## config.mk

```make
export PLATFORM = sky130hd
export DESIGN_NAME = pulse_burst_settle_detector_top
export DESIGN_NICKNAME = d
export VERILOG_FILES = /design/src/hdl/psd_pkg.sv /design/src/hdl/psd_front.sv /design/src/hdl/psd_queue.sv /design/src/hdl/psd_back.sv /design/src/hdl/pulse_burst_settle_detector_top.sv
export SDC_FILE = /design/constraint.sdc
export NUM_CORES = 1
export LEC_CHECK = 0
export BUFFER_PORTS_ARGS = -buffer_cell sky130_fd_sc_hd__buf_2
export CAP_MARGIN = 10
export CELL_PAD_IN_SITES_DETAIL_PLACEMENT = 1
export CELL_PAD_IN_SITES_GLOBAL_PLACEMENT = 2
export CORE_MARGIN = 3
export CORE_UTILIZATION = 35
export DETAILED_ROUTE_END_ITERATION = 16
export GPL_ROUTABILITY_DRIVEN = 0
export HOLD_SLACK_MARGIN = 0.02
export PLACE_DENSITY = 0.63
export SLEW_MARGIN = 20
export SYNTH_ARGS = -nofsm -noshare
export SYNTH_HDL_FRONTEND = slang
export SYNTH_SLANG_ARGS = --single-unit
```

## constraint.sdc

```tcl
create_clock -name clock -period 7.9 [get_ports clock]
set_clock_uncertainty 0.2 [all_clocks]
set_input_delay 0.79 -clock clock [delete_from_list [all_inputs] [get_ports clock]]
set_output_delay 0.79 -clock clock [all_outputs]
set_load 0.1 [all_outputs]
```

## src/hdl/psd_pkg.sv

```systemverilog
// Shared definitions for the pulse burst settle detector.
// Holds default sizes, field widths, codes and the queue status type.
// No dependencies; every other file in hdl refers to it by scoped names.
package psd_pkg;

   localparam int NUM_CHANNELS_DEF = 3;
   localparam int TIME_WIDTH_DEF   = 16;
   localparam int SETTLE_W         = 16;
   localparam int COUNT_W          = 32;
   localparam int PINS_W           = 3;
   localparam int CHAN_W           = 2;
   localparam int QUEUE_DEPTH      = 4;
   localparam int RSP_DATA_W       = ((CHAN_W + COUNT_W + 7) / 8) * 8;

   localparam logic [SETTLE_W-1:0] SETTLE_RESET = 16'd1500;

   typedef enum logic {
      CMD_EDGE = 1'b0,
      CMD_TICK = 1'b1
   } command_type;

   typedef enum logic {
      EVT_JITTER  = 1'b0,
      EVT_SETTLED = 1'b1
   } event_type;

   typedef struct packed {
      logic full;
      logic empty;
   } qstat_type;

endpackage

```

## src/hdl/psd_front.sv

```systemverilog
// Front end: holds the settle period and the per-channel count, armed flag
// and deadline, and turns each tick into one bundle of reports.
// Depends on psd_pkg.
module psd_front #(
   parameter int NUM_CHANNELS = psd_pkg::NUM_CHANNELS_DEF,
   parameter int TIME_WIDTH   = psd_pkg::TIME_WIDTH_DEF
) (
   input  logic                                         clock,
   input  logic                                         reset,
   input  logic                                         csr_we,
   input  logic [psd_pkg::SETTLE_W-1:0]                 csr_wdata,
   input  logic                                         item_take,
   input  logic                                         item_command,
   input  logic [psd_pkg::CHAN_W-1:0]                   item_channel,
   input  logic [TIME_WIDTH-1:0]                        item_now,
   input  logic [psd_pkg::PINS_W-1:0]                   item_pins,
   output logic                                         rpt_push,
   output logic [NUM_CHANNELS-1:0]                      rpt_valid,
   output logic [NUM_CHANNELS-1:0]                      rpt_kind,
   output logic [NUM_CHANNELS-1:0][psd_pkg::COUNT_W-1:0] rpt_count
);

   logic [psd_pkg::SETTLE_W-1:0] settle_ff, settle_in;
   logic                         is_tick, is_edge;
   logic [TIME_WIDTH-1:0]        next_deadline;

   always_comb begin
      settle_in = csr_we ? csr_wdata : settle_ff;
   end

   always_ff @(posedge clock) begin
      if (reset) begin
         settle_ff <= psd_pkg::SETTLE_RESET;
      end else begin
         settle_ff <= settle_in;
      end
   end

   assign is_tick       = item_take && (item_command == psd_pkg::CMD_TICK);
   assign is_edge       = item_take && (item_command == psd_pkg::CMD_EDGE);
   assign next_deadline = item_now + TIME_WIDTH'(settle_ff);

   // Only a tick that produced at least one report goes into the queue.
   assign rpt_push = is_tick && (rpt_valid != '0);

   for (genvar i = 0; i < NUM_CHANNELS; i++) begin : g_lane
      logic                        armed_ff, armed_in;
      logic [TIME_WIDTH-1:0]       deadline_ff, deadline_in;
      logic [psd_pkg::COUNT_W-1:0] count_ff, count_in;
      logic                        pin_low, chan_match, hit, lane_valid;
      psd_pkg::event_type          lane_kind;

      // Only the channels that have a pin sense can report a settle.
      if (i < psd_pkg::PINS_W) begin : g_pin
         assign pin_low = item_pins[i];
      end else begin : g_nopin
         assign pin_low = 1'b0;
      end

      assign chan_match = (int'(item_channel) == i);
      assign hit        = is_tick && armed_ff && (deadline_ff == item_now);

      always_comb begin
         armed_in    = armed_ff;
         deadline_in = deadline_ff;
         count_in    = count_ff;
         lane_valid  = 1'b0;
         lane_kind   = psd_pkg::EVT_JITTER;
         if (hit) begin
            count_in = '0;
            if (count_ff != '0) begin
               deadline_in = next_deadline;
               lane_valid  = 1'b1;
            end else begin
               armed_in   = 1'b0;
               lane_valid = pin_low;
               lane_kind  = psd_pkg::EVT_SETTLED;
            end
         end else if (is_edge && chan_match) begin
            if (count_ff != '1) begin
               count_in = count_ff + psd_pkg::COUNT_W'(1);
            end
            if (!armed_ff) begin
               armed_in    = 1'b1;
               deadline_in = next_deadline;
            end
         end
      end

      always_ff @(posedge clock) begin
         if (reset) begin
            armed_ff    <= 1'b0;
            deadline_ff <= '0;
            count_ff    <= '0;
         end else begin
            armed_ff    <= armed_in;
            deadline_ff <= deadline_in;
            count_ff    <= count_in;
         end
      end

      // A settle report reads a count that is already zero.
      assign rpt_valid[i] = lane_valid;
      assign rpt_kind[i]  = lane_kind;
      assign rpt_count[i] = count_ff;
   end

endmodule

```

## src/hdl/psd_queue.sv

```systemverilog
// Short queue of report bundles between the front and the back end.
// Plain circular buffer with a fill count; depends on psd_pkg.
module psd_queue #(
   parameter int WIDTH = 8,
   parameter int DEPTH = psd_pkg::QUEUE_DEPTH
) (
   input  logic               clock,
   input  logic               reset,
   input  logic               push,
   input  logic [WIDTH-1:0]   din,
   input  logic               pop,
   output logic [WIDTH-1:0]   dout,
   output psd_pkg::qstat_type stat
);

   localparam int PTR_W = (DEPTH > 1) ? $clog2(DEPTH) : 1;
   localparam int CNT_W = $clog2(DEPTH + 1);

   logic [WIDTH-1:0] entries_ff [DEPTH];
   logic [PTR_W-1:0] wr_ptr_ff, wr_ptr_in, rd_ptr_ff, rd_ptr_in;
   logic [CNT_W-1:0] fill_ff, fill_in;

   always_comb begin
      wr_ptr_in = wr_ptr_ff;
      rd_ptr_in = rd_ptr_ff;
      fill_in   = fill_ff;
      if (push) begin
         wr_ptr_in = (wr_ptr_ff == PTR_W'(DEPTH - 1)) ? '0 : wr_ptr_ff + PTR_W'(1);
      end
      if (pop) begin
         rd_ptr_in = (rd_ptr_ff == PTR_W'(DEPTH - 1)) ? '0 : rd_ptr_ff + PTR_W'(1);
      end
      if (push && !pop) begin
         fill_in = fill_ff + CNT_W'(1);
      end else if (pop && !push) begin
         fill_in = fill_ff - CNT_W'(1);
      end
   end

   always_ff @(posedge clock) begin
      if (reset) begin
         wr_ptr_ff <= '0;
         rd_ptr_ff <= '0;
         fill_ff   <= '0;
      end else begin
         wr_ptr_ff <= wr_ptr_in;
         rd_ptr_ff <= rd_ptr_in;
         fill_ff   <= fill_in;
      end
   end

   always_ff @(posedge clock) begin
      if (push) begin
         entries_ff[wr_ptr_ff] <= din;
      end
   end

   assign dout       = entries_ff[rd_ptr_ff];
   assign stat.full  = (fill_ff == CNT_W'(DEPTH));
   assign stat.empty = (fill_ff == '0);

   a_no_overflow: assert property (@(posedge clock) disable iff (reset)
      push |-> !stat.full) else $error("queue written while full");

   a_no_underflow: assert property (@(posedge clock) disable iff (reset)
      pop |-> !stat.empty) else $error("queue read while empty");

   a_fill_bound: assert property (@(posedge clock) disable iff (reset)
      fill_ff <= CNT_W'(DEPTH)) else $error("queue fill count out of range");

endmodule

```

## src/hdl/psd_back.sv

```systemverilog
// Back end: takes one report bundle at a time from the queue and hands its
// reports out one beat each, lowest channel first. Depends on psd_pkg.
module psd_back #(
   parameter int NUM_CHANNELS = psd_pkg::NUM_CHANNELS_DEF
) (
   input  logic                                         clock,
   input  logic                                         reset,
   input  logic                                         q_empty,
   input  logic [NUM_CHANNELS-1:0]                      head_valid,
   input  logic [NUM_CHANNELS-1:0]                      head_kind,
   input  logic [NUM_CHANNELS-1:0][psd_pkg::COUNT_W-1:0] head_count,
   output logic                                         q_pop,
   output logic                                         rsp_tvalid,
   input  logic                                         rsp_tready,
   output logic                                         rsp_kind,
   output logic [psd_pkg::CHAN_W-1:0]                   rsp_channel,
   output logic [psd_pkg::COUNT_W-1:0]                  rsp_count,
   output logic                                         rsp_last
);

   localparam int SEL_W = (NUM_CHANNELS > 1) ? $clog2(NUM_CHANNELS) : 1;

   logic [NUM_CHANNELS-1:0]                       pend_ff, pend_in, pend_after;
   logic [NUM_CHANNELS-1:0]                       kind_ff, kind_in;
   logic [NUM_CHANNELS-1:0][psd_pkg::COUNT_W-1:0] cnt_ff, cnt_in;
   logic [NUM_CHANNELS-1:0]                       low, rest;
   logic [SEL_W-1:0]                              sel;
   logic                                          fire;

   // Isolate the lowest pending channel.
   assign low  = pend_ff & (~pend_ff + NUM_CHANNELS'(1));
   assign rest = pend_ff & ~low;

   always_comb begin
      sel = '0;
      for (int i = 0; i < NUM_CHANNELS; i++) begin
         if (low[i]) begin
            sel = SEL_W'(i);
         end
      end
   end

   assign rsp_tvalid  = (pend_ff != '0);
   assign fire        = rsp_tvalid && rsp_tready;
   assign rsp_kind    = kind_ff[sel];
   assign rsp_channel = psd_pkg::CHAN_W'(sel);
   assign rsp_count   = cnt_ff[sel];
   assign rsp_last    = (rest == '0);

   assign pend_after = fire ? rest : pend_ff;
   // The next bundle is loaded in the cycle the last beat of this one leaves.
   assign q_pop      = (pend_after == '0) && !q_empty;

   always_comb begin
      pend_in = pend_after;
      kind_in = kind_ff;
      cnt_in  = cnt_ff;
      if (q_pop) begin
         pend_in = head_valid;
         kind_in = head_kind;
         cnt_in  = head_count;
      end
   end

   always_ff @(posedge clock) begin
      if (reset) begin
         pend_ff <= '0;
      end else begin
         pend_ff <= pend_in;
      end
   end

   always_ff @(posedge clock) begin
      kind_ff <= kind_in;
      cnt_ff  <= cnt_in;
   end

   a_no_idle_gap: assert property (@(posedge clock) disable iff (reset)
      !rsp_tvalid && !q_empty |=> rsp_tvalid)
      else $error("queued reports left waiting");

   a_burst_contiguous: assert property (@(posedge clock) disable iff (reset)
      fire && !rsp_last |=> rsp_tvalid)
      else $error("report burst broken before its last beat");

   a_settle_zero: assert property (@(posedge clock) disable iff (reset)
      rsp_tvalid && (rsp_kind == psd_pkg::EVT_SETTLED) |-> (rsp_count == '0))
      else $error("settled report carries a nonzero count");

endmodule

```

## src/hdl/pulse_burst_settle_detector_top.sv

```systemverilog
// Top level of the pulse burst settle detector: front end, report queue and
// back end. Depends on psd_pkg, psd_front, psd_queue and psd_back.
//
//   port group  direction  handshake              tdata / tuser / tlast
//   req_        in         req_tvalid/req_tready  channel, now_time, pins_low / command
//   rsp_        out        rsp_tvalid/rsp_tready  report_channel, pulse_count
//                                                 / event_kind / last_report
//   csr_        in         csr_we                 settle_period
//
// One item is accepted per clock while the report queue has a free slot.
// A tick's reports leave one beat per cycle while rsp_tready is high, once their bundle has
// passed the queue into the back end. A tick with k reports holds the back end until all k
// leave; the QUEUE_DEPTH-entry queue absorbs such bursts until it fills and req_tready drops.
// Reset is synchronous and clears all channel state; the settle period returns to 1500.
module pulse_burst_settle_detector_top #(
   parameter int NUM_CHANNELS = psd_pkg::NUM_CHANNELS_DEF,
   parameter int TIME_WIDTH   = psd_pkg::TIME_WIDTH_DEF
) (
   input  logic                                   clock,
   input  logic                                   reset,
   input  logic                                   csr_we,
   input  logic [psd_pkg::SETTLE_W-1:0]           csr_wdata,   // settle_period
   input  logic                                   req_tvalid,
   output logic                                   req_tready,
   // channel, now_time, pins_low, zero padding
   input  logic [((TIME_WIDTH + 12) / 8) * 8-1:0] req_tdata,
   input  logic                                   req_tuser,   // command
   output logic                                   rsp_tvalid,
   input  logic                                   rsp_tready,
   // report_channel, pulse_count, zero padding
   output logic [psd_pkg::RSP_DATA_W-1:0]         rsp_tdata,
   output logic                                   rsp_tuser,   // event_kind
   output logic                                   rsp_tlast    // last_report
);

   localparam int ENTRY_W = NUM_CHANNELS * (psd_pkg::COUNT_W + 2);
   localparam int NOW_LO  = psd_pkg::CHAN_W;
   localparam int PINS_LO = NOW_LO + TIME_WIDTH;
   localparam int PAD_W   = psd_pkg::RSP_DATA_W - psd_pkg::CHAN_W - psd_pkg::COUNT_W;

   logic                                          take;
   logic                                          rpt_push, q_pop;
   logic [NUM_CHANNELS-1:0]                       rpt_valid, rpt_kind;
   logic [NUM_CHANNELS-1:0][psd_pkg::COUNT_W-1:0] rpt_count;
   logic [NUM_CHANNELS-1:0]                       head_valid, head_kind;
   logic [NUM_CHANNELS-1:0][psd_pkg::COUNT_W-1:0] head_count;
   logic [ENTRY_W-1:0]                            q_dout;
   psd_pkg::qstat_type                            q_stat;
   logic [psd_pkg::CHAN_W-1:0]                    rsp_channel;
   logic [psd_pkg::COUNT_W-1:0]                   rsp_count;

   assign req_tready = !q_stat.full;
   assign take       = req_tvalid && req_tready;

   psd_front #(
      .NUM_CHANNELS (NUM_CHANNELS),
      .TIME_WIDTH   (TIME_WIDTH)
   ) u_front (
      .clock        (clock),
      .reset        (reset),
      .csr_we       (csr_we),
      .csr_wdata    (csr_wdata),
      .item_take    (take),
      .item_command (req_tuser),
      .item_channel (req_tdata[psd_pkg::CHAN_W-1:0]),
      .item_now     (req_tdata[PINS_LO-1:NOW_LO]),
      .item_pins    (req_tdata[PINS_LO+psd_pkg::PINS_W-1:PINS_LO]),
      .rpt_push     (rpt_push),
      .rpt_valid    (rpt_valid),
      .rpt_kind     (rpt_kind),
      .rpt_count    (rpt_count)
   );

   psd_queue #(
      .WIDTH (ENTRY_W),
      .DEPTH (psd_pkg::QUEUE_DEPTH)
   ) u_queue (
      .clock (clock),
      .reset (reset),
      .push  (rpt_push),
      .din   ({rpt_count, rpt_kind, rpt_valid}),
      .pop   (q_pop),
      .dout  (q_dout),
      .stat  (q_stat)
   );

   assign {head_count, head_kind, head_valid} = q_dout;

   psd_back #(
      .NUM_CHANNELS (NUM_CHANNELS)
   ) u_back (
      .clock       (clock),
      .reset       (reset),
      .q_empty     (q_stat.empty),
      .head_valid  (head_valid),
      .head_kind   (head_kind),
      .head_count  (head_count),
      .q_pop       (q_pop),
      .rsp_tvalid  (rsp_tvalid),
      .rsp_tready  (rsp_tready),
      .rsp_kind    (rsp_tuser),
      .rsp_channel (rsp_channel),
      .rsp_count   (rsp_count),
      .rsp_last    (rsp_tlast)
   );

   assign rsp_tdata = {{PAD_W{1'b0}}, rsp_count, rsp_channel};

endmodule
```

==> run metrics, run 1 <==
DRT iter0 DRCs 796; largest cells by area after synthesis edfxtp_1 56%, dfxtp_1 13%, mux4_2 8.4%; IO Port Bufs 80; CTS root buf clkbuf_16; H-tree depth 3; Routed WL 65.86 mm; Hold Crit Class input pin to register; drt via density ~5; top cells by count, synth 507 x edfxtp_1, 205 x nor2_1, 175 x dfxtp_1; RSZ-0062 raised after global routing false; Final setup viols 0; Psw 3.455 mW; Clock Power Share 34.0%; switching share of power 34.01%; clk slew on worst S/H paths 60 ps; P_int 6.703 mW; PwrDens approximately 320 nW/µm²; reg2reg setup slack between 3000 and 4000 ps; LEAKAGE 11.14 nW; Yosys top cell area share 55.64%; antenna cells 0; Register-to-Register Path Depth 7; CTS sink count 682; Cell Area, Synth 27360 µm²; hold_buf cts 0; crit path max fanout 45; antenna violations before repair 3; Clock Path Buffers 3; count leader, synth edfxtp_1; post-CTS setup buffer count 0; DRC Markers 0; Worst Setup SP u_queue.fill_ff[0]; Tcrit/Tclk final 55.22%; hold_sp csr_wdata[2]; status finished clean; # nets final roughly 2000; headroom to the max-slew limit 36.32%; routed vias 15145; Layout Utilization 40.93%; maxcap violations 0; Num CTS Buffers 77; worst path bufs/invs 1; max-slew violation count 0; Post-Syn Instances roughly 1800; Overflow after GRT 0; Reg2Reg Capture Point u_queue.entries_ff[2][46]; gr usage total 16.21%; CP Capture Point u_queue.entries_ff[2][46]; Sum Neg Setup Slack 0 ps; Synth area leader edfxtp_1; synth unique cells 63; required time worst endpoint 7930 ps; worst skew pair latency 620 ps; Slew @ Worst Pin ~960 ps; CP delay by family, top simple AND/OR/NAND/NOR gates; CP Data Arrival Time roughly 4400 ps; Flop pwr share 44.0%; CP cell instances or3b_1 -> nand3_2 -> nor4_1 -> o2111ai_1 -> o221a_2 -> nor2b_4 -> buf_4; sequential fraction of the synthesis area between 60% and 70%; Row Count ~100; first-pass GRT wire length 100.9 mm; CP Depth 7; Ys Warns 0; worst reg2reg startpoint u_queue.fill_ff[0]; Final min period between 4000 and 5000 ps; slowest CP cell buf_4; die area approximately 82000 µm²; largest net degree at the start of global routing 103; die width 285.6 µm; area grow syn2layout 14.75%; fmax 229.2 MHz; VDD IR-drop max between 0.2 and 0.25 mV; Post-synth EDFFs 507; WL/cell 21.95 µm; Main synth FF type edfxtp_1; Placeable Area 76710 µm²; initial core utilization 35.67%; count of state elements after synthesis between 600 and 700; Mapped Avg Cell Area about 15 µm²; Antenna Nets Post-Route 0; ys async rst share 0%; Post-CTS Resized 0; Post-DP HPWL 40.69 mm; CTS tree done; io pins 90; number of global-route vias before repair 16188; first-pass iteration count of the detailed router 4; share of cells above drive strength 1 between 10% and 20%; Hold Vio Cnt, Final 0; Comb power frac 22.0%; startpoint class of the critical path register; crit-path max cell delay about 740 ps; CP endpoint kind register; Die H approximately 290 µm; WS Path Type register to register
==> logic make-up (layout without fill, tap and decap cells) <==
family                   after synthesis  after routing  share of synthesized area, %
flip-flops                           682            682                         68.45
AO/OA/AOI/OAI                        125            125                         2.757
adder cells (fa/ha/maj)               29             29                         1.381
AND/OR/NAND/NOR                      525            525                         9.375
multiplexers                         190            190                         11.62
buffers and inverters                 99            264                         1.610
other                                  1              6                       0.01371
XOR/XNOR                             150            150                         4.802
==> flip-flops by register name, summed over array words and instances (netlist names), named ones only <==
| name | count |
|---|---|
| u_back.cnt_ff | 96 |
| u_back.pend_ff | 3 |
| u_front.settle_ff | 16 |
| u_front.g_lane.deadline_ff | 48 |
| u_queue.rd_ptr_ff | 2 |
| u_back.kind_ff | 3 |
| u_queue.entries_ff | 408 |
| u_front.g_lane.count_ff | 96 |
| u_front.g_lane.armed_ff | 3 |
| u_queue.wr_ptr_ff | 2 |
| u_queue.fill_ff | 3 |
==> through the flow <==
step                      power (mW)  setup slack (ps)  area, µm²  cells  hold WS [ps]
after floorplan                6.429             777.7      27380   1806         254.1
after global placement         6.798              3408      28960   2860         262.5
after detailed placement       6.823              3411      28960   2860         282.3
after CTS                      10.33              3527      31400   3001         135.6
after global routing           10.58              3237      31400   3001         171.9
final                          10.16              3537      31400   3001         184.9
==> layer usage <==
| layer | global-route usage, % | vias up | share of wire (%) |
|---|---|---|---|
| met5 | 0 | - | 0 |
| met4 | 3.813 | 0 | 1.7 |
| met3 | 2.518 | 86 | 3.3 |
| met2 | 27.03 | 217 | 48 |
| met1 | 22.36 | 7832 | 47 |
| li1 | - | 7010 | - |
==> worst register-to-register path, delay by kind of cell (launching register included) <==
kind                   cells  cell delay, ps
flip-flops                 1             400
AO/OA/AOI/OAI              2             600
AND/OR/NAND/NOR            4            1990
buffers and inverters      1             740
==> how the worst min path moves through the flow <==
| stage | slack, ps | depth (start not counted) | to |
|---|---|---|---|
| after floorplan | 250 | 2 | register |
| after global placement | 260 | 2 | register |
| after detailed placement | 280 | 2 | u_front.g_lane[0].deadline_ff[14] |
| after CTS | 140 | 2 | u_front.settle_ff[2] |
| after global routing | 170 | 2 | u_front.settle_ff[4] |
| final | 180 | 2 | u_front.settle_ff[2] |
==> cell type report <==
type	count	area, µm²
inverters	26	97.59
multi-input cells	1025	8272
fillers	7737	45310
clock buffers	99	2019
flip-flops and latches	682	18740
repair buffers	97	565.5
clock inverters	42	417.9
well taps	1030	1289
==> placed cells by master, fill, tap and decap left out, types with 4 or more instances in the layout <==
cell type,synthesis,final
edfxtp_1,507,507
nor2_1,205,205
dfxtp_1,175,173
mux4_2,102,102
mux2i_1,88,88
buf_2,4,80
xor2_1,79,79
nand2_1,79,79
clkbuf_16,0,77
xnor2_1,71,71
o21ai_0,53,53
nand4_1,41,41
nand3_1,41,41
nor3_1,31,31
a21oi_1,28,28
ha_1,27,27
inv_1,26,26
nor4_1,26,26
and3_1,23,23
clkbuf_1,38,21
clkinv_2,0,14
buf_4,11,14
clkinv_1,0,12
nor2b_1,16,11
or3_1,9,9
a211o_1,9,9
nand2b_1,9,9
and4_1,9,9
and2_1,10,8
a211oi_1,6,6
conb_1,1,6
bufinv_16,0,6
nor2b_4,0,5
a21o_1,5,5
or2_2,4,4
o21a_1,4,4
nor3b_1,4,4
==> power groups by stage <==
stage | sequential (mW) | clock [mW] | combinational (mW)
floorplan | 4.42 | 0 | 2.01
global placement | 4.54 | 0 | 2.26
detailed placement | 4.54 | 0 | 2.28
CTS | 4.47 | 3.57 | 2.29
global route | 4.50 | 3.72 | 2.36
finish | 4.47 | 3.45 | 2.24
Power figures use the tool's default switching activity.
==> inputs of run 2 (changes only) <==
--- a/config.mk
+++ b/config.mk
@@ -5,6 +5,7 @@
 export SDC_FILE = /design/constraint.sdc
 export NUM_CORES = 1
 export LEC_CHECK = 0
+export ABC_AREA = 1
 export BUFFER_PORTS_ARGS = -buffer_cell sky130_fd_sc_hd__buf_2
 export CAP_MARGIN = 10
 export CELL_PAD_IN_SITES_DETAIL_PLACEMENT = 1
@@ -14,7 +15,7 @@
 export DETAILED_ROUTE_END_ITERATION = 16
 export GPL_ROUTABILITY_DRIVEN = 0
 export HOLD_SLACK_MARGIN = 0.02
-export PLACE_DENSITY = 0.63
+export PLACE_DENSITY = 0.73
 export SLEW_MARGIN = 20
 export SYNTH_ARGS = -nofsm -noshare
 export SYNTH_HDL_FRONTEND = slang
==> constraint.sdc (replaced) <==
create_clock -name clock -period 3.7 [get_ports clock]
set_clock_uncertainty 0.2 [all_clocks]
set_input_delay 0.37 -clock clock [delete_from_list [all_inputs] [get_ports clock]]
set_output_delay 0.37 -clock clock [all_outputs]
set_load 0.1 [all_outputs]
==> run metrics, run 2 <==
status finished clean (unchanged); max reg flops 408 (unchanged); DRT iter0 DRCs 1311 (was 796); startpoint class of the critical path register (unchanged); Placeable Area 84220 µm² (was 76710 µm²); Post-Syn Instances 3027 (was 1801); synth unique cells 49 (was 63); CTS root buf clkbuf_16 (unchanged); crit-path max cell delay 510 ps (was 740 ps); headroom to the max-slew limit 36.36% (was 36.32%); Final WS setup 270.6 ps (was 3537 ps); Finished Layout Cells 4354 (was 3001); count of state elements after synthesis 682 (unchanged); PwrDens 683.5 nW/µm² (was 323.5 nW/µm²); switching share of power 37.74% (was 34.01%); Layout Utilization 41.27% (was 40.93%); CTS sink count 682 (unchanged); worst skew pair latency 620 ps (about the same); Main synth FF type edfxtp_1 (unchanged); Ys Warns 0 (unchanged); Antenna Nets Post-Route 0 (unchanged); Sum Neg Setup Slack 0 ps (unchanged); gr usage total 19.69% (was 16.21%); H-tree depth 3 (unchanged); CP endpoint kind output pin (was register); required time worst endpoint 3130 ps (was 7930 ps); largest reg by FF count u_queue.entries_ff (unchanged); commonest non-fill, non-tap cell in the layout nand2_1 (was edfxtp_1); first-pass iteration count of the detailed router 5 (was 4); simple logic cell fraction of the synthesized area 19.22% (was 9.374%); largest net degree at the start of global routing 205 (was 103); first-pass GRT wire length 137.0 mm (was 100.9 mm); hold slack 53.22 ps (was 184.9 ps); P_int 14.79 mW (was 6.703 mW); mux contribution to synthesized area 0% (was 11.62%); Routed WL 88.83 mm (was 65.86 mm); Compound-Gate Fraction of Synth Area 10.39% (was 2.757%); worst path bufs/invs 2 (was 1); max-slew violation count 0 (unchanged); Synth area leader edfxtp_1 (unchanged); Post-Synth XOR/XNOR Area 1.844% (was 4.802%); largest cells by area after synthesis edfxtp_1 51%, dfxtp_1 12%, nand2_1 7.3% (was edfxtp_1 56%, dfxtp_1 13%, mux4_2 8.4%); combinational family with the most area after synthesis simple AND/OR/NAND/NOR gates (was multiplexers); Die H 298.4 µm (was 285.6 µm); fillcell total 9402 (was 7737); count leader, synth nand2_1 (was edfxtp_1); Register Area 18740 µm² (unchanged); crit path max fanout 31 (was 45); Post-CTS Resized 0 (unchanged); drt via density 5.136 (was 5.047); sequential fraction of the synthesis area 62.58% (was 68.45%); io pins 90 (unchanged); Comb power frac 28.8% (was 22.0%); CTS tree done (unchanged); share of cells above drive strength 1 10.71% (was 16.84%); most frequent cells in the layout 582 x nand2_1, 507 x edfxtp_1, 471 x nor2_1 (was 507 x edfxtp_1, 205 x nor2_1, 173 x dfxtp_1); top flop regs u_queue.entries_ff x408, u_back.cnt_ff x96, u_front.g_lane.count_ff x96 (unchanged); Place WS 399.6 ps (was 3411 ps); Slew @ Worst Pin 954.6 ps (was 955.2 ps); CP Data Arrival Time 2860 ps (was 4400 ps); CP delay by family, top buffers and inverters (was simple AND/OR/NAND/NOR gates); DRC Markers 0 (unchanged); WL/cell 20.40 µm (was 21.95 µm); Final Cell Area 34760 µm² (was 31400 µm²); Final min period 3429 ps; LEAKAGE 11.71 nW (was 11.14 nW); die width 298.4 µm (was 285.6 µm); Clock Power Share 31.5% (was 34.0%); # nets final 3229 (was 1984); Post-DP Area 31940 µm² (was 28960 µm²); VDD IR-drop max 0.8007 mV (was 0.2289 mV); Clock Path Buffers 3 (unchanged); routed vias 22362 (was 15145); Flop pwr share 39.7% (was 44.0%); area grow syn2layout 16.16% (was 14.75%); initial core utilization 35.53% (was 35.67%); Final setup viols 0 (unchanged); IO Port Bufs 80 (unchanged); Row Count 106 (was 101); antenna violations before repair 0 (was 3); CP cell instances nor2_1 -> nand2_2 -> buf_4 -> a31oi_1 -> buf_2 (was or3b_1 -> nand3_2 -> nor4_1 -> o2111ai_1 -> o221a_2 -> nor2b_4 -> buf_4); number of global-route vias before repair 23458 (was 16188); Post-synth EDFFs 507 (unchanged); Psw 8.968 mW (was 3.455 mW); Adder-Cell Fraction of Synth Area 1.263% (was 1.381%); fmax 291.6 MHz; Hold Crit Class input pin to register (unchanged); Placed Cells 4175 (was 2860); Num CTS Buffers 79 (was 77); ys async rst share 0% (unchanged); antenna cells 0 (unchanged); clk slew on worst S/H paths 50 ps (was 60 ps); die area 89050 µm² (was 81560 µm²); top cells by count, synth 584 x nand2_1, 507 x edfxtp_1, 472 x nor2_1 (was 507 x edfxtp_1, 205 x nor2_1, 175 x dfxtp_1); Post-DP HPWL 60.10 mm (was 40.69 mm); maxcap violations 0 (unchanged); Overflow after GRT 0 (unchanged); Tcrit/Tclk final 92.69%; RSZ-0062 raised after global routing false (unchanged); total chip power 23.76 mW (was 10.16 mW); Cell Area, Synth 29920 µm² (was 27360 µm²); slowest CP cell buf_2 (was buf_4); multi-input logic area 9881 µm² (was 8272 µm²); Mapped Avg Cell Area 9.886 µm² (was 15.19 µm²); WS Path Type register to output pin (was register to register); Yosys top cell area share 50.88% (was 55.64%); Hold Vio Cnt, Final 0 (unchanged)
run 2: cell count changes after synthesis, moves of 40 or more:
cell      change
xnor2_1      -52
nor2_1      +267
nand3_1      +77
o21ai_0     +210
nand2_1     +505
mux2i_1      -88
mux4_2      -102
o22ai_1      +99
a21oi_1     +118
inv_1       +167
clkbuf_1     +40
run 2: layout make-up:
cell class	count	share of cell area, %
clock buffer	104	6.187
sequential	682	53.90
tap	1134	4.082
multi-input combinational	2015	28.42
clock inverter	43	1.004
timing repair buffer	172	4.125
inverter	204	2.278
run 2: path summary, 6_finish.rpt:
check	end	slack (ps)	from	cells after the start
hold / removal	u_front.settle_ff[9]	50	csr_we	3
hold reg to reg	u_front.settle_ff[6]	260	u_front.settle_ff[6]	2
setup reg to reg	u_queue.fill_ff[2]	550	u_queue.fill_ff[0]	15
setup / recovery	rsp_tdata[33]	270	u_back.pend_ff[0]	5
run 2: layer usage:
metal	part of all wire, %	vias up	GRT usage, %	wire length (µm)
li1	-	10709	-	-
met1	44	11158	25.40	39340
met2	49	383	33.98	43420
met3	4.0	112	2.877	3576
met4	2.8	0	6.486	2496
met5	0	-	0	0
run 2: power by group through the flow:
stage | Clock, mW | Combinational (mW) | Sequential (mW)
floorplan | 0 | 4.88 | 9.51
global placement | 0 | 6.69 | 9.57
detailed placement | 0 | 6.86 | 9.59
CTS | 7.70 | 6.91 | 9.44
global route | 8.03 | 7.30 | 9.49
finish | 7.49 | 6.84 | 9.43
run 2: cell families (layout without fill, tap and decap cells):
group / Yosys count / count (layout)
DFF: 682 / 682
and+or+nand+nor: 1345 / 1345
other: 1 / 6
AOI/OAI and AO/OA: 572 / 572
buffers and inverters: 335 / 523
adders and majority gates: 29 / 29
xor gates and xnor gates: 63 / 63
run 2: repair_timing:
| item | in CTS | in global routing |
|---|---|---|
| hold endpoints to repair | 20 | 0 |
| hold buffers | 32 | 0 |
| buffers inserted | 0 | 0 |
| endpoints found under the setup margin | 0 | 0 |
run 2: worst reg2reg max path, delay by kind of cell (launching register included):
kind	cells	cell delay [ps]
AND/OR/NAND/NOR	8	1260
adder cells (fa/ha/maj)	2	580
AO/OA/AOI/OAI	4	510
flip-flops	1	420
buffers and inverters	1	70
==> inputs of run 3 (changes only) <==
--- a/config.mk
+++ b/config.mk
@@ -11,11 +11,11 @@
 export CELL_PAD_IN_SITES_DETAIL_PLACEMENT = 1
 export CELL_PAD_IN_SITES_GLOBAL_PLACEMENT = 2
 export CORE_MARGIN = 3
-export CORE_UTILIZATION = 35
+export CORE_UTILIZATION = 37
 export DETAILED_ROUTE_END_ITERATION = 16
 export GPL_ROUTABILITY_DRIVEN = 0
 export HOLD_SLACK_MARGIN = 0.02
-export PLACE_DENSITY = 0.73
+export PLACE_DENSITY = 0.76
 export SLEW_MARGIN = 20
 export SYNTH_ARGS = -nofsm -noshare
 export SYNTH_HDL_FRONTEND = slang
==> run metrics, run 3 (same netlist as run 2, synthesis figures left out) <==
Overflow after GRT 0 (unchanged); Hold Crit Class input pin to register (unchanged); status finished clean (unchanged); routed vias 22385 (was 22362); reg2reg setup slack 360 ps (was 550 ps); clk slew on worst S/H paths 50 ps (about the same); Post-CTS Resized 0 (unchanged); fmax 288.2 MHz (was 291.6 MHz); CP Data Arrival Time 2900 ps (was 2860 ps); Register Area 18740 µm² (unchanged); max-slew violation count 0 (unchanged); area grow syn2layout 15.84% (was 16.16%); LEAKAGE 11.73 nW (was 11.71 nW); antenna violations before repair 4 (was 0); CP cell instances inv_1 -> nor2_4 -> inv_1 -> buf_4 -> nand2_1 -> a31oi_1 -> buf_2 (was nor2_1 -> nand2_2 -> buf_4 -> a31oi_1 -> buf_2); Worst Setup SP u_back.pend_ff[1] (was u_back.pend_ff[0]); post-CTS setup buffer count 0 (unchanged); maxcap violations 0 (unchanged); fillcell total 8810 (was 9402); Num CTS Buffers 77 (was 79); Final setup viols 0 (unchanged); CP delay by family, top buffers and inverters (unchanged); CTS tree done (unchanged); headroom to the max-slew limit 25.83% (was 36.36%); most frequent cells in the layout 582 x nand2_1, 507 x edfxtp_1, 471 x nor2_1 (unchanged); crit-path max cell delay 510 ps (about the same); Layout Utilization 43.60% (was 41.27%); worst reg2reg startpoint u_front.g_lane[1].count_ff[0] (was u_queue.fill_ff[0]); VDD IR-drop max 0.6722 mV (was 0.8007 mV); Placeable Area 79520 µm² (was 84220 µm²); cell repeated most along the worst path inv_1; Post-DP HPWL 60.28 mm (was 60.10 mm); IO Port Bufs 80 (unchanged); DRT iter0 DRCs 1308 (was 1311); worst skew pair latency 630 ps (was 620 ps); max reg flops 408 (unchanged); PwrDens 691.1 nW/µm² (was 683.5 nW/µm²); die width 290.4 µm (was 298.4 µm); RSZ-0062 raised after global routing false (unchanged); slowest CP cell nor2_4 (was buf_2); multi-input logic area 9881 µm² (unchanged); DRC Markers 0 (unchanged); Reg2Reg Capture Point u_queue.entries_ff[2][36] (was u_queue.fill_ff[2]); CP Depth 7 (was 5); CTS root buf clkbuf_16 (unchanged); number of global-route vias before repair 23378 (was 23458); crit path max fanout 28 (was 31); die area 84330 µm² (was 89050 µm²); top flop regs u_queue.entries_ff x408, u_back.cnt_ff x96, u_front.g_lane.count_ff x96 (unchanged); WL/cell 21.00 µm (was 20.40 µm); required time worst endpoint 3130 ps (about the same); largest reg by FF count u_queue.entries_ff (unchanged); H-tree depth 3 (unchanged); first-pass GRT wire length 137.7 mm (was 137.0 mm); share of cells above drive strength 1 10.52% (was 10.71%); Die H 290.4 µm (was 298.4 µm); io pins 90 (unchanged); Hold Vio Cnt, Final 0 (unchanged); Slew @ Worst Pin 1113 ps (was 954.6 ps); Sum Neg Setup Slack 0 ps (unchanged); Tcrit/Tclk final 93.77% (was 92.69%); hold_buf cts 31 (was 32); startpoint class of the critical path register (unchanged); first-pass iteration count of the detailed router 5 (unchanged); Clock Path Buffers 3 (unchanged); gr usage total 20.88% (was 19.69%); Routed WL 89.55 mm (was 88.83 mm); largest net degree at the start of global routing 205 (unchanged); WS Path Type register to output pin (unchanged); Row Count 103 (was 106); CP endpoint kind output pin (unchanged); # nets final 3227 (was 3229); Final min period 3470 ps (was 3429 ps); Antenna Nets Post-Route 0 (unchanged); CTS sink count 682 (unchanged); commonest non-fill, non-tap cell in the layout nand2_1 (unchanged); CP Capture Point rsp_tdata[14] (was rsp_tdata[33]); initial core utilization 37.63% (was 35.53%); worst path bufs/invs 4 (was 2); drt via density 5.249 (was 5.136); Register-to-Register Path Depth 12 (was 15)
==> run 3: cell types whose count changed in the layout (fill, tap and decap cells not counted), sizes merged <==
cell	change
dlygate4sd3	-1
clkinv	-6
clkbuf	+1
bufinv	+5
inv	-2
diode	+1
clkinvlp	-4
buf	+1
==> run 3: how the worst min path moves through the flow <==
stage          cells past startpoint  slack (ps)                    end             startpoint
2_1_floorplan                      2         230  u_front.settle_ff[10]  u_front.settle_ff[10]
3_3_place_gp                       2         250   u_front.settle_ff[8]   u_front.settle_ff[8]
3_5_place_dp                       2         260   u_front.settle_ff[6]   u_front.settle_ff[6]
4_1_cts                            3          30   u_front.settle_ff[9]                 csr_we
5_1_grt                            3         110   u_front.settle_ff[9]                 csr_we
6_report                           3          80   u_front.settle_ff[9]                 csr_we
==> run 3: metrics by stage <==
stage,cell area [µm²],worst slack [ps],instances,hold slack (ps),power (mW)
after floorplan,30020,125.0,3032,232.9,14.39
after global placement,31790,383.7,4092,249.3,16.21
after detailed placement,31790,322.5,4092,256.9,16.41
after CTS,34660,186.3,4264,33.20,24.21
after global routing,34660,12.38,4264,109.2,25.00
final,34670,230.3,4265,81.88,23.96
==> run 3: layer usage <==
| layer | up-vias | share of wire (%) | GRT usage [%] |
|---|---|---|---|
| met5 | - | 0.026 | 0 |
| met4 | 4 | 2.8 | 6.676 |
| met3 | 126 | 3.8 | 3.263 |
| met2 | 356 | 49 | 36.32 |
| met1 | 11200 | 44 | 26.67 |
| li1 | 10699 | - | - |
==> run 3: worst reg2reg max path, cell delays in order (launching register included) <==
cell	delay (ps)
dfxtp_1	380
inv_1	130
ha_1	160
nand3_1	80
nor2_1	120
nand2_1	140
nor3b_1	350
nand2_1	90
nand3_1	130
nand3_1	220
nand2_1	190
clkinvlp_4	480
buf_12	380
==> run 3: cell type report <==
type,instances,area share [%]
tap,1050,3.790
multi-input combinational,2015,28.50
clock buffer,105,6.064
sequential,682,54.05
clock inverter,36,1.321
inverter,204,2.285
antenna,1,0.007219
timing repair buffer,172,3.985
==> run 3: report_power, final <==
| group | leakage (nW) | internal, mW | total (mW) | switching, mW |
|---|---|---|---|---|
| logic | 4.70 | 1.29 | 6.75 | 5.46 |
| registers | 5.79 | 9.17 | 9.49 | 0.315 |
| clock network | 1.23 | 4.58 | 7.72 | 3.14 |
| total | 11.7 | 15.0 | 24.0 | 8.92 |
